## config.mk

```make
export PLATFORM = sky130hd
export DESIGN_NAME = row_mode_finder_core
export DESIGN_NICKNAME = d
export VERILOG_FILES = /design/src/hw/rtl/rmf_pkg.sv /design/src/hw/rtl/row_mode_finder_core.sv /design/src/hw/rtl/rmf_bin_ram.sv /design/src/hw/rtl/rmf_tracker.sv
export SDC_FILE = /design/constraint.sdc
export NUM_CORES = 2
export LEC_CHECK = 0
export BUFFER_PORTS_ARGS = -buffer_cell sky130_fd_sc_hd__buf_2
export CORE_MARGIN = 1.5
export CORE_UTILIZATION = 55
export DETAILED_ROUTE_END_ITERATION = 8
export GPL_TIMING_DRIVEN = 0
export PLACE_DENSITY = 0.7
export SYNTH_ARGS = -nofsm -noshare
export SYNTH_HDL_FRONTEND = slang
export SYNTH_SLANG_ARGS = --single-unit
```

## constraint.sdc

```tcl
create_clock -name clock -period 19.8 [get_ports clock]
set_clock_uncertainty 0.05 [all_clocks]
set_input_delay 1.98 -clock clock [delete_from_list [all_inputs] [get_ports clock]]
set_output_delay 1.98 -clock clock [all_outputs]
set_load 0.05 [all_outputs]
```

## src/hw/rtl/rmf_pkg.sv

```systemverilog
`timescale 1ns / 1ps
// ----------------------------------------------------------------------------
// rmf_pkg
// Shared constants and types of the row mode finder: histogram geometry,
// count width and the status handed from the row tracker to the core.
// ----------------------------------------------------------------------------
package rmf_pkg;

   localparam int MAX_WIDTH   = 4096;
   localparam int PIX_W       = 8;
   localparam int BINS        = 1 << PIX_W;
   localparam int CNT_W       = $clog2(MAX_WIDTH + 1);
   localparam int ROW_WIDTH_W = 13;

   typedef logic [PIX_W-1:0] pix_type;
   typedef logic [CNT_W-1:0] cnt_type;

   typedef struct packed {
      logic    last;
      pix_type mode;
   } rmf_row_status_type;

endpackage

```

## src/hw/rtl/row_mode_finder_core.sv

```systemverilog
`timescale 1ns / 1ps
// ----------------------------------------------------------------------------
// row_mode_finder_core
// Streaming per-row histogram mode of 8-bit pixels.
//
// Pixels enter on the req_ channel (valid/ready), one item per visible pixel
// in row order. After csr row width pixels the row's most frequent value,
// smallest on ties, leaves on the rsp_ channel (valid/ready), and the next
// row starts with an empty histogram. csr_wr_en/csr_wr_data set the row
// width; write it only while no item is in flight.
//
// Throughput: one pixel per cycle while no row-ending pixel is held in the
// update stage. Each pixel does one read-modify-write of its bin in a
// 256-entry RAM: read issued at acceptance, count updated and written back
// the next cycle, with forwarding of the write that overlaps the read.
// A row's mode is loaded into the rsp_ output register from the update stage.
//
// Reset clears the bin valid flags (so every bin reads zero), the update
// stage and output valid flags and the tracker, and sets the row width to
// one. A stalled receiver holds a row-ending pixel, blocking all new pixels.
// ----------------------------------------------------------------------------
module row_mode_finder_core
   import rmf_pkg::*;
(
   input  logic                   clock,
   input  logic                   reset,
   input  logic                   req_valid,
   output logic                   req_ready,
   input  logic [PIX_W-1:0]       req_pixel,
   output logic                   rsp_valid,
   input  logic                   rsp_ready,
   output logic [PIX_W-1:0]       rsp_row_mode,
   input  logic                   csr_wr_en,
   input  logic [ROW_WIDTH_W-1:0] csr_wr_data
);

   logic [ROW_WIDTH_W-1:0] row_width_ff;
   logic [BINS-1:0]        bin_valid_ff, bin_valid_in;
   logic                   s1_valid_ff, s1_valid_in;
   pix_type                s1_pixel_ff;
   logic                   fwd_hit_ff;
   cnt_type                fwd_data_ff;
   logic                   rsp_valid_ff, rsp_valid_in;
   pix_type                rsp_mode_ff;

   logic                   rd_en;
   cnt_type                rd_data;
   logic                   wr_en;
   cnt_type                count_old;
   cnt_type                count_new;
   cnt_type                eff_width;
   logic [31:0]            width_wide;
   logic                   s1_go;
   rmf_row_status_type     status;

   // effective width: zero counts as one, clamp at the maximum
   always_comb begin
      width_wide = 32'(row_width_ff);
      if (width_wide == 32'd0) begin
         width_wide = 32'd1;
      end
      if (width_wide > 32'(MAX_WIDTH)) begin
         width_wide = 32'(MAX_WIDTH);
      end
      eff_width = CNT_W'(width_wide);
   end

   always_ff @(posedge clock) begin
      if (reset) begin
         row_width_ff <= ROW_WIDTH_W'(1);
      end else if (csr_wr_en) begin
         row_width_ff <= csr_wr_data;
      end
   end

   // hold a row-ending item while the output register is occupied
   assign s1_go     = s1_valid_ff && (!status.last || !rsp_valid_ff || rsp_ready);
   assign req_ready = !s1_valid_ff || s1_go;
   assign rd_en     = req_valid && req_ready;
   assign wr_en     = s1_go && !status.last;

   always_comb begin
      if (!bin_valid_ff[s1_pixel_ff]) begin
         count_old = '0;
      end else if (fwd_hit_ff) begin
         count_old = fwd_data_ff;
      end else begin
         count_old = rd_data;
      end
      if (count_old < CNT_W'(MAX_WIDTH)) begin
         count_new = count_old + CNT_W'(1);
      end else begin
         count_new = count_old;
      end
   end

   rmf_bin_ram #(
      .DEPTH (BINS),
      .WIDTH (CNT_W)
   ) u_bin_ram (
      .clock   (clock),
      .wr_en   (wr_en),
      .wr_addr (s1_pixel_ff),
      .wr_data (count_new),
      .rd_en   (rd_en),
      .rd_addr (req_pixel),
      .rd_data (rd_data)
   );

   rmf_tracker u_tracker (
      .clock     (clock),
      .reset     (reset),
      .go        (s1_go),
      .pixel     (s1_pixel_ff),
      .count_new (count_new),
      .eff_width (eff_width),
      .status    (status)
   );

   always_comb begin
      s1_valid_in = s1_valid_ff;
      if (rd_en) begin
         s1_valid_in = 1'b1;
      end else if (s1_go) begin
         s1_valid_in = 1'b0;
      end

      bin_valid_in = bin_valid_ff;
      if (s1_go) begin
         if (status.last) begin
            bin_valid_in = '0;
         end else begin
            bin_valid_in[s1_pixel_ff] = 1'b1;
         end
      end

      rsp_valid_in = rsp_valid_ff;
      if (s1_go && status.last) begin
         rsp_valid_in = 1'b1;
      end else if (rsp_ready) begin
         rsp_valid_in = 1'b0;
      end
   end

   always_ff @(posedge clock) begin
      if (reset) begin
         s1_valid_ff  <= 1'b0;
         bin_valid_ff <= '0;
         rsp_valid_ff <= 1'b0;
      end else begin
         s1_valid_ff  <= s1_valid_in;
         bin_valid_ff <= bin_valid_in;
         rsp_valid_ff <= rsp_valid_in;
      end
   end

   always_ff @(posedge clock) begin
      if (rd_en) begin
         s1_pixel_ff <= req_pixel;
         // catch the write that lands in the same cycle as this read
         fwd_hit_ff  <= wr_en && (s1_pixel_ff == req_pixel);
         fwd_data_ff <= count_new;
      end
      if (s1_go && status.last) begin
         rsp_mode_ff <= status.mode;
      end
   end

   assign rsp_valid    = rsp_valid_ff;
   assign rsp_row_mode = rsp_mode_ff;

`ifndef NO_ASSERTIONS
   a_row_end_emits: assert property (@(posedge clock) disable iff (reset)
      (s1_go && status.last) |=> rsp_valid_ff)
      else $error("row end did not load the output register");

   a_row_end_clears: assert property (@(posedge clock) disable iff (reset)
      (s1_go && status.last) |=> (bin_valid_ff == '0))
      else $error("bin valid flags not cleared at row end");

   a_count_bound: assert property (@(posedge clock) disable iff (reset)
      s1_valid_ff |-> (count_new <= CNT_W'(MAX_WIDTH)))
      else $error("bin count above saturation bound");

   a_no_overrun: assert property (@(posedge clock) disable iff (reset)
      (rd_en && s1_valid_ff) |-> s1_go)
      else $error("update stage overwritten while held");
`endif

endmodule

```

## src/hw/rtl/rmf_bin_ram.sv

```systemverilog
`timescale 1ns / 1ps
// ----------------------------------------------------------------------------
// rmf_bin_ram
// Simple dual-port RAM: one write port, one read port with registered data.
// A read at the address being written returns the old contents.
// ----------------------------------------------------------------------------
module rmf_bin_ram #(
   parameter int DEPTH = 256,
   parameter int WIDTH = 13
) (
   input  logic                     clock,
   input  logic                     wr_en,
   input  logic [$clog2(DEPTH)-1:0] wr_addr,
   input  logic [WIDTH-1:0]         wr_data,
   input  logic                     rd_en,
   input  logic [$clog2(DEPTH)-1:0] rd_addr,
   output logic [WIDTH-1:0]         rd_data
);

   logic [WIDTH-1:0] mem [DEPTH];
   logic [WIDTH-1:0] rd_data_ff;

   always_ff @(posedge clock) begin
      if (wr_en) begin
         mem[wr_addr] <= wr_data;
      end
   end

   always_ff @(posedge clock) begin
      if (rd_en) begin
         rd_data_ff <= mem[rd_addr];
      end
   end

   assign rd_data = rd_data_ff;

endmodule

```

## src/hw/rtl/rmf_tracker.sv

```systemverilog
`timescale 1ns / 1ps
// ----------------------------------------------------------------------------
// rmf_tracker
// Row tracker: column position, running best value and count, and the
// row end decision for the item in the update stage.
// ----------------------------------------------------------------------------
module rmf_tracker
   import rmf_pkg::*;
(
   input  logic               clock,
   input  logic               reset,
   input  logic               go,
   input  pix_type            pixel,
   input  cnt_type            count_new,
   input  cnt_type            eff_width,
   output rmf_row_status_type status
);

   cnt_type col_ff, col_in;
   cnt_type best_cnt_ff, best_cnt_in;
   pix_type best_val_ff, best_val_in;
   cnt_type col_new;
   cnt_type upd_cnt;
   pix_type upd_val;

   always_comb begin
      if (count_new > best_cnt_ff || (count_new == best_cnt_ff && pixel < best_val_ff)) begin
         upd_cnt = count_new;
         upd_val = pixel;
      end else begin
         upd_cnt = best_cnt_ff;
         upd_val = best_val_ff;
      end

      if (col_ff < CNT_W'(MAX_WIDTH)) begin
         col_new = col_ff + CNT_W'(1);
      end else begin
         col_new = col_ff;
      end

      status.last = (col_new >= eff_width);
      status.mode = upd_val;

      col_in      = col_ff;
      best_cnt_in = best_cnt_ff;
      best_val_in = best_val_ff;
      if (go) begin
         if (status.last) begin
            // start an empty row
            col_in      = '0;
            best_cnt_in = '0;
            best_val_in = '0;
         end else begin
            col_in      = col_new;
            best_cnt_in = upd_cnt;
            best_val_in = upd_val;
         end
      end
   end

   always_ff @(posedge clock) begin
      if (reset) begin
         col_ff      <= '0;
         best_cnt_ff <= '0;
         best_val_ff <= '0;
      end else begin
         col_ff      <= col_in;
         best_cnt_ff <= best_cnt_in;
         best_val_ff <= best_val_in;
      end
   end

endmodule

```

==> metrics list <==
- The number of antenna violations at the first check in global routing is 25.
- The analysis attributes to cell leakage a power of 0.0508 uW.
* Clock latency at the later pin of the worst-skew pair: 0.96 ns
- Sequential cell area: between 0.1 and 0.15 mm^2
- Summed over all instances, the cell type with the most area after synthesis is sky130_fd_sc_hd__edfxtp_1.
* Worst slew slack as a fraction of its limit: -11.7%
- After synthesis, the largest family of logic cells by area is multiplexers.
- Setup Crit Path Kind: flip-flop to flip-flop
* Combinational share of power: under 10%
* Cts hold-fix bufs: 0
* Drc violations: 0
* Top-count cell post-synth: sky130_fd_sc_hd__edfxtp_1
- Slew at the pin closest to its max-slew limit: 1.67 ns
- Share of the synthesized netlist area taken by xor and xnor gates: 0.197%
- The worst setup path is launched from a flip-flop.
* Portion of netlist area occupied by mux cells: 18.8%
* Fill cell count: 17105
- The first TritonRoute pass finished after 7 iterations.
- In this run the power density over the cells is slightly above 100 mW/mm^2.
- Clock tree synthesis inserted a total of 373 buffers.
- Run status: finished, violations left
- Count of max-cap constraint violations: 5
- Number of hold-slack violations in the final timing report: 0
- Summing every instance area after synthesis gives 0.142 mm^2.
* Yosys warning total: 0
- Final number of setup-violating endpoints: 0
- Total length of routed wires: 375000 um
- Floorplan Core Area: 0.257 mm^2
* Post-Synth Simple-Gate Area: 2.24%
- The first global-routing pass estimated 527000 um of wire.
- Total number of clock tree sinks: ~3700
- Post-layout nets: 7111
- Of the total power, the share spent switching nets is 21.4%.
* Clock transition at the registers of the reported paths: 0.06 ns
- For this run, the leading register cell type out of synthesis is sky130_fd_sc_hd__edfxtp_1.
- Counting every net in the synthesized netlist gives 6614.
- Registers are responsible for 51.7% of the overall power.
- Static timing analysis puts the maximum clock frequency at 111 MHz.
- Critical path's slowest cell: sky130_fd_sc_hd__clkbuf_1
- Mean cell area of the mapped netlist: around 22 um^2
- The tightest min-delay check is of the flip-flop to flip-flop type.
- The count of nets left with antenna violations once routing finished came out at 0.
- Cell area after placement: 0.148 mm^2
- On the final layout, the worst hold slack is 0.414 ns.
- Count of flip-flops with a built-in enable after synthesis: 3371
- Number of instances in the synthesized netlist: 6553
- At the end of routability-driven placement, the weighted congestion stood at just under 0.9.
* Count of different cell masters after synthesis: a little under 60
* CTS tree: yes
- Arrival time at the worst endpoint: 9.80 ns
- Via/cell ratio: 6.66
- Summing over every cut layer, the via total after detailed routing is 71530.
- Post-synth ARST share: 0%
- By area the synthesized netlist is led by sky130_fd_sc_hd__edfxtp_1, sky130_fd_sc_hd__mux4_2, sky130_fd_sc_hd__dfxtp_1.
- Number of rows in the core area: 186
- The die covers 0.261 mm^2.
- Share of power burned in the clock network: a little over two fifths
- In the final routed layout, each cell accounts on average for 34.9 um.
* Critical Path RT: 20.62 ns
- For this configuration, the core starts out at a cell density of 55.3%.
* Violations in the final reports: max-capacitance violations, max-slew violations
- Of the available clock period, the critical path in the final layout requires 45.4%.
- Entering global routing, the biggest net connects 154 pins.
- Maximum number of buffers from clock root to sink: 4
- The top cell type by area accounts for 71.3% of the synthesized area.
* Post-route standard cell area excluding fillers: 0.160 mm^2
- Total area of multi-input combinational cells: about 0.033 mm^2
- VDD sags by at most approximately 88 uV.
* Area share of fa/ha/maj cells after synthesis: less than 1%
- The worst setup path is captured at a flip-flop.
- Post-route minimum period: roughly 9 ns
- In the final layout, the share of cells above drive strength 1 is roughly 27%.
- Half-perimeter wire length after placement: 249000 um
* Gr ovfl total: 0
* CTS root buffer: sky130_fd_sc_hd__clkbuf_16
- Setup repair after global routing left no endpoint under its margin.
- Post-CTS sizing: 0
- Via count of the first global-routing pass: approximately 70000
* Most frequent CP cell: sky130_fd_sc_hd__buf_2
* Total of buffers placed on input and output ports: 34
- The number of max-slew violations in the final report was 35.
- Total routing resource utilization after global routing: 28.7%
- Register bit total from synthesis: 3676
* Critical path buffers and inverters: 6
- Of all nets on the critical path, the largest fanout is 42.
- Number of setup buffers added after CTS: 0
* Max H-tree Level: 5
- Internal power of the cells: 12900 uW
- The analysis attributes to net switching a power of 3510 uW.
- Chip Height: 511 um
- From synthesis to final layout, the design area changed by 13.0%.
- Max incr delay on CP: 0.68 ns
* Chip Width: slightly above 500 um
- The commonest cells after synthesis are sky130_fd_sc_hd__edfxtp_1, sky130_fd_sc_hd__mux4_2, sky130_fd_sc_hd__nor2_1.
* Register area share after synthesis: 75.6%
- Drt initial violations: between 10000 and 15000
- 36 I/O pins were placed.
* Compound-gate portion of the synthesized area: between 1.5 and 2%
- Placed cell count: 10045
- The cell family contributing the most delay on the critical path is simple AND/OR/NAND/NOR gates.
* Final standard cell count with taps included and fillers excluded: 10735
[sequential cells by signal (all words and copies together), names as in the netlist, 8 cells and up]
name	cells
u_tracker.col_ff	13
fwd_data_ff	13
u_bin_ram.mem	3328
rsp_row_mode	8
row_width_ff	13
s1_pixel_ff	8
u_tracker.best_val_ff	8
u_tracker.best_cnt_ff	13
u_bin_ram.rd_data	13
bin_valid_ff	256
[per-layer routing]
layer  global-route usage (%)  vias to the layer above  share of wire [%]
met5                        0                        -              0.045
li1                         -                    28354                  -
met4                     12.5                       28                5.0
met1                     40.2                    38028                 37
met2                     43.5                     4386                 46
met3                     7.23                      734                 12
[placed cells by master, fill, tap and decap left out, drive strengths merged, types with 7 or more instances in the layout]
| cell type | instances |
|---|---|
| diode | 12 |
| clkinv | 138 |
| xnor2 | 17 |
| nor2b | 12 |
| buf | 259 |
| bufinv | 43 |
| nor3 | 9 |
| a21o | 7 |
| clkbuf | 715 |
| nand4 | 7 |
| xor2 | 15 |
| clkinvlp | 17 |
| dfxtp | 305 |
| mux4 | 1153 |
| mux2 | 8 |
| edfxtp | 3371 |
| a31oi | 11 |
| mux2i | 62 |
| inv | 38 |
| a22oi | 45 |
| nand3 | 23 |
| nor4 | 8 |
| nor2 | 603 |
| nand2b | 8 |
| ha | 35 |
| a21oi | 270 |
| nand2 | 73 |
[logic make-up (layout without fill, tap and decap cells)]
kind of cell    after synthesis  in the layout
compound gates              386            386
xor+xnor                     32             32
fa+ha+maj                    35             35
buf+inv                     424           1210
flops                      3676           3676
mux                        1223           1223
other cells                   0             12
simple gates                777            777
[metrics by stage]
| stage | util [%] | total power, uW | worst slack, ns | TNS [ns] |
|---|---|---|---|---|
| 6_report | 62.5 | 16400 | 10.82 | 0 |
| 5_1_grt | 62.4 | 16800 | 10.41 | 0 |
| 4_1_cts | 62.4 | 16500 | 11.02 | 0 |
| 3_5_place_dp | 57.7 | 9580 | 11.06 | 0 |
| 3_3_place_gp | 57.0 | 9600 | -1.53 | -202.34 |
| 2_1_floorplan | - | 9210 | 7.80 | 0 |
[power by group through the flow]
stage / logic (uW) / clock network [uW] / registers (uW)
2_1_floorplan: 511 / 0 / 8700
3_3_place_gp: 861 / 0 / 8740
3_5_place_dp: 923 / 0 / 8660
4_1_cts: 928 / 7030 / 8500
5_1_grt: 965 / 7320 / 8490
6_report: 942 / 6990 / 8500
[worst min-delay path, cell delays in order, from the launching register on]
cell	delay, ns
sky130_fd_sc_hd__dfxtp_1	0.32
sky130_fd_sc_hd__a21oi_1	0.04
sky130_fd_sc_hd__nor2_1	0.07
[layout make-up]
| cell class | instances | area share (%) |
|---|---|---|
| Timing Repair Buffer | 122 | 1.20 |
| Sequential cell | 3676 | 66.9 |
| Buffer | 395 | 1.05 |
| Inverter | 29 | 0.0726 |
| Clock inverter | 207 | 1.34 |
| Multi-Input combinational cell | 2453 | 20.6 |
| Tap cell | 3384 | 2.64 |
| Clock buffer | 457 | 6.15 |
| Antenna cell | 12 | 0.0187 |
[final timing paths]
kind	slack, ns	cells after the start	startpoint	to
max	10.82	30	s1_pixel_ff[1]	u_tracker.best_cnt_ff[2]
min reg2reg	0.41	2	bin_valid_ff[77]	bin_valid_ff[77]
min	0.41	2	bin_valid_ff[77]	bin_valid_ff[77]
max reg2reg	10.82	30	s1_pixel_ff[1]	u_tracker.best_cnt_ff[2]
Power figures use the tool's default switching activity.
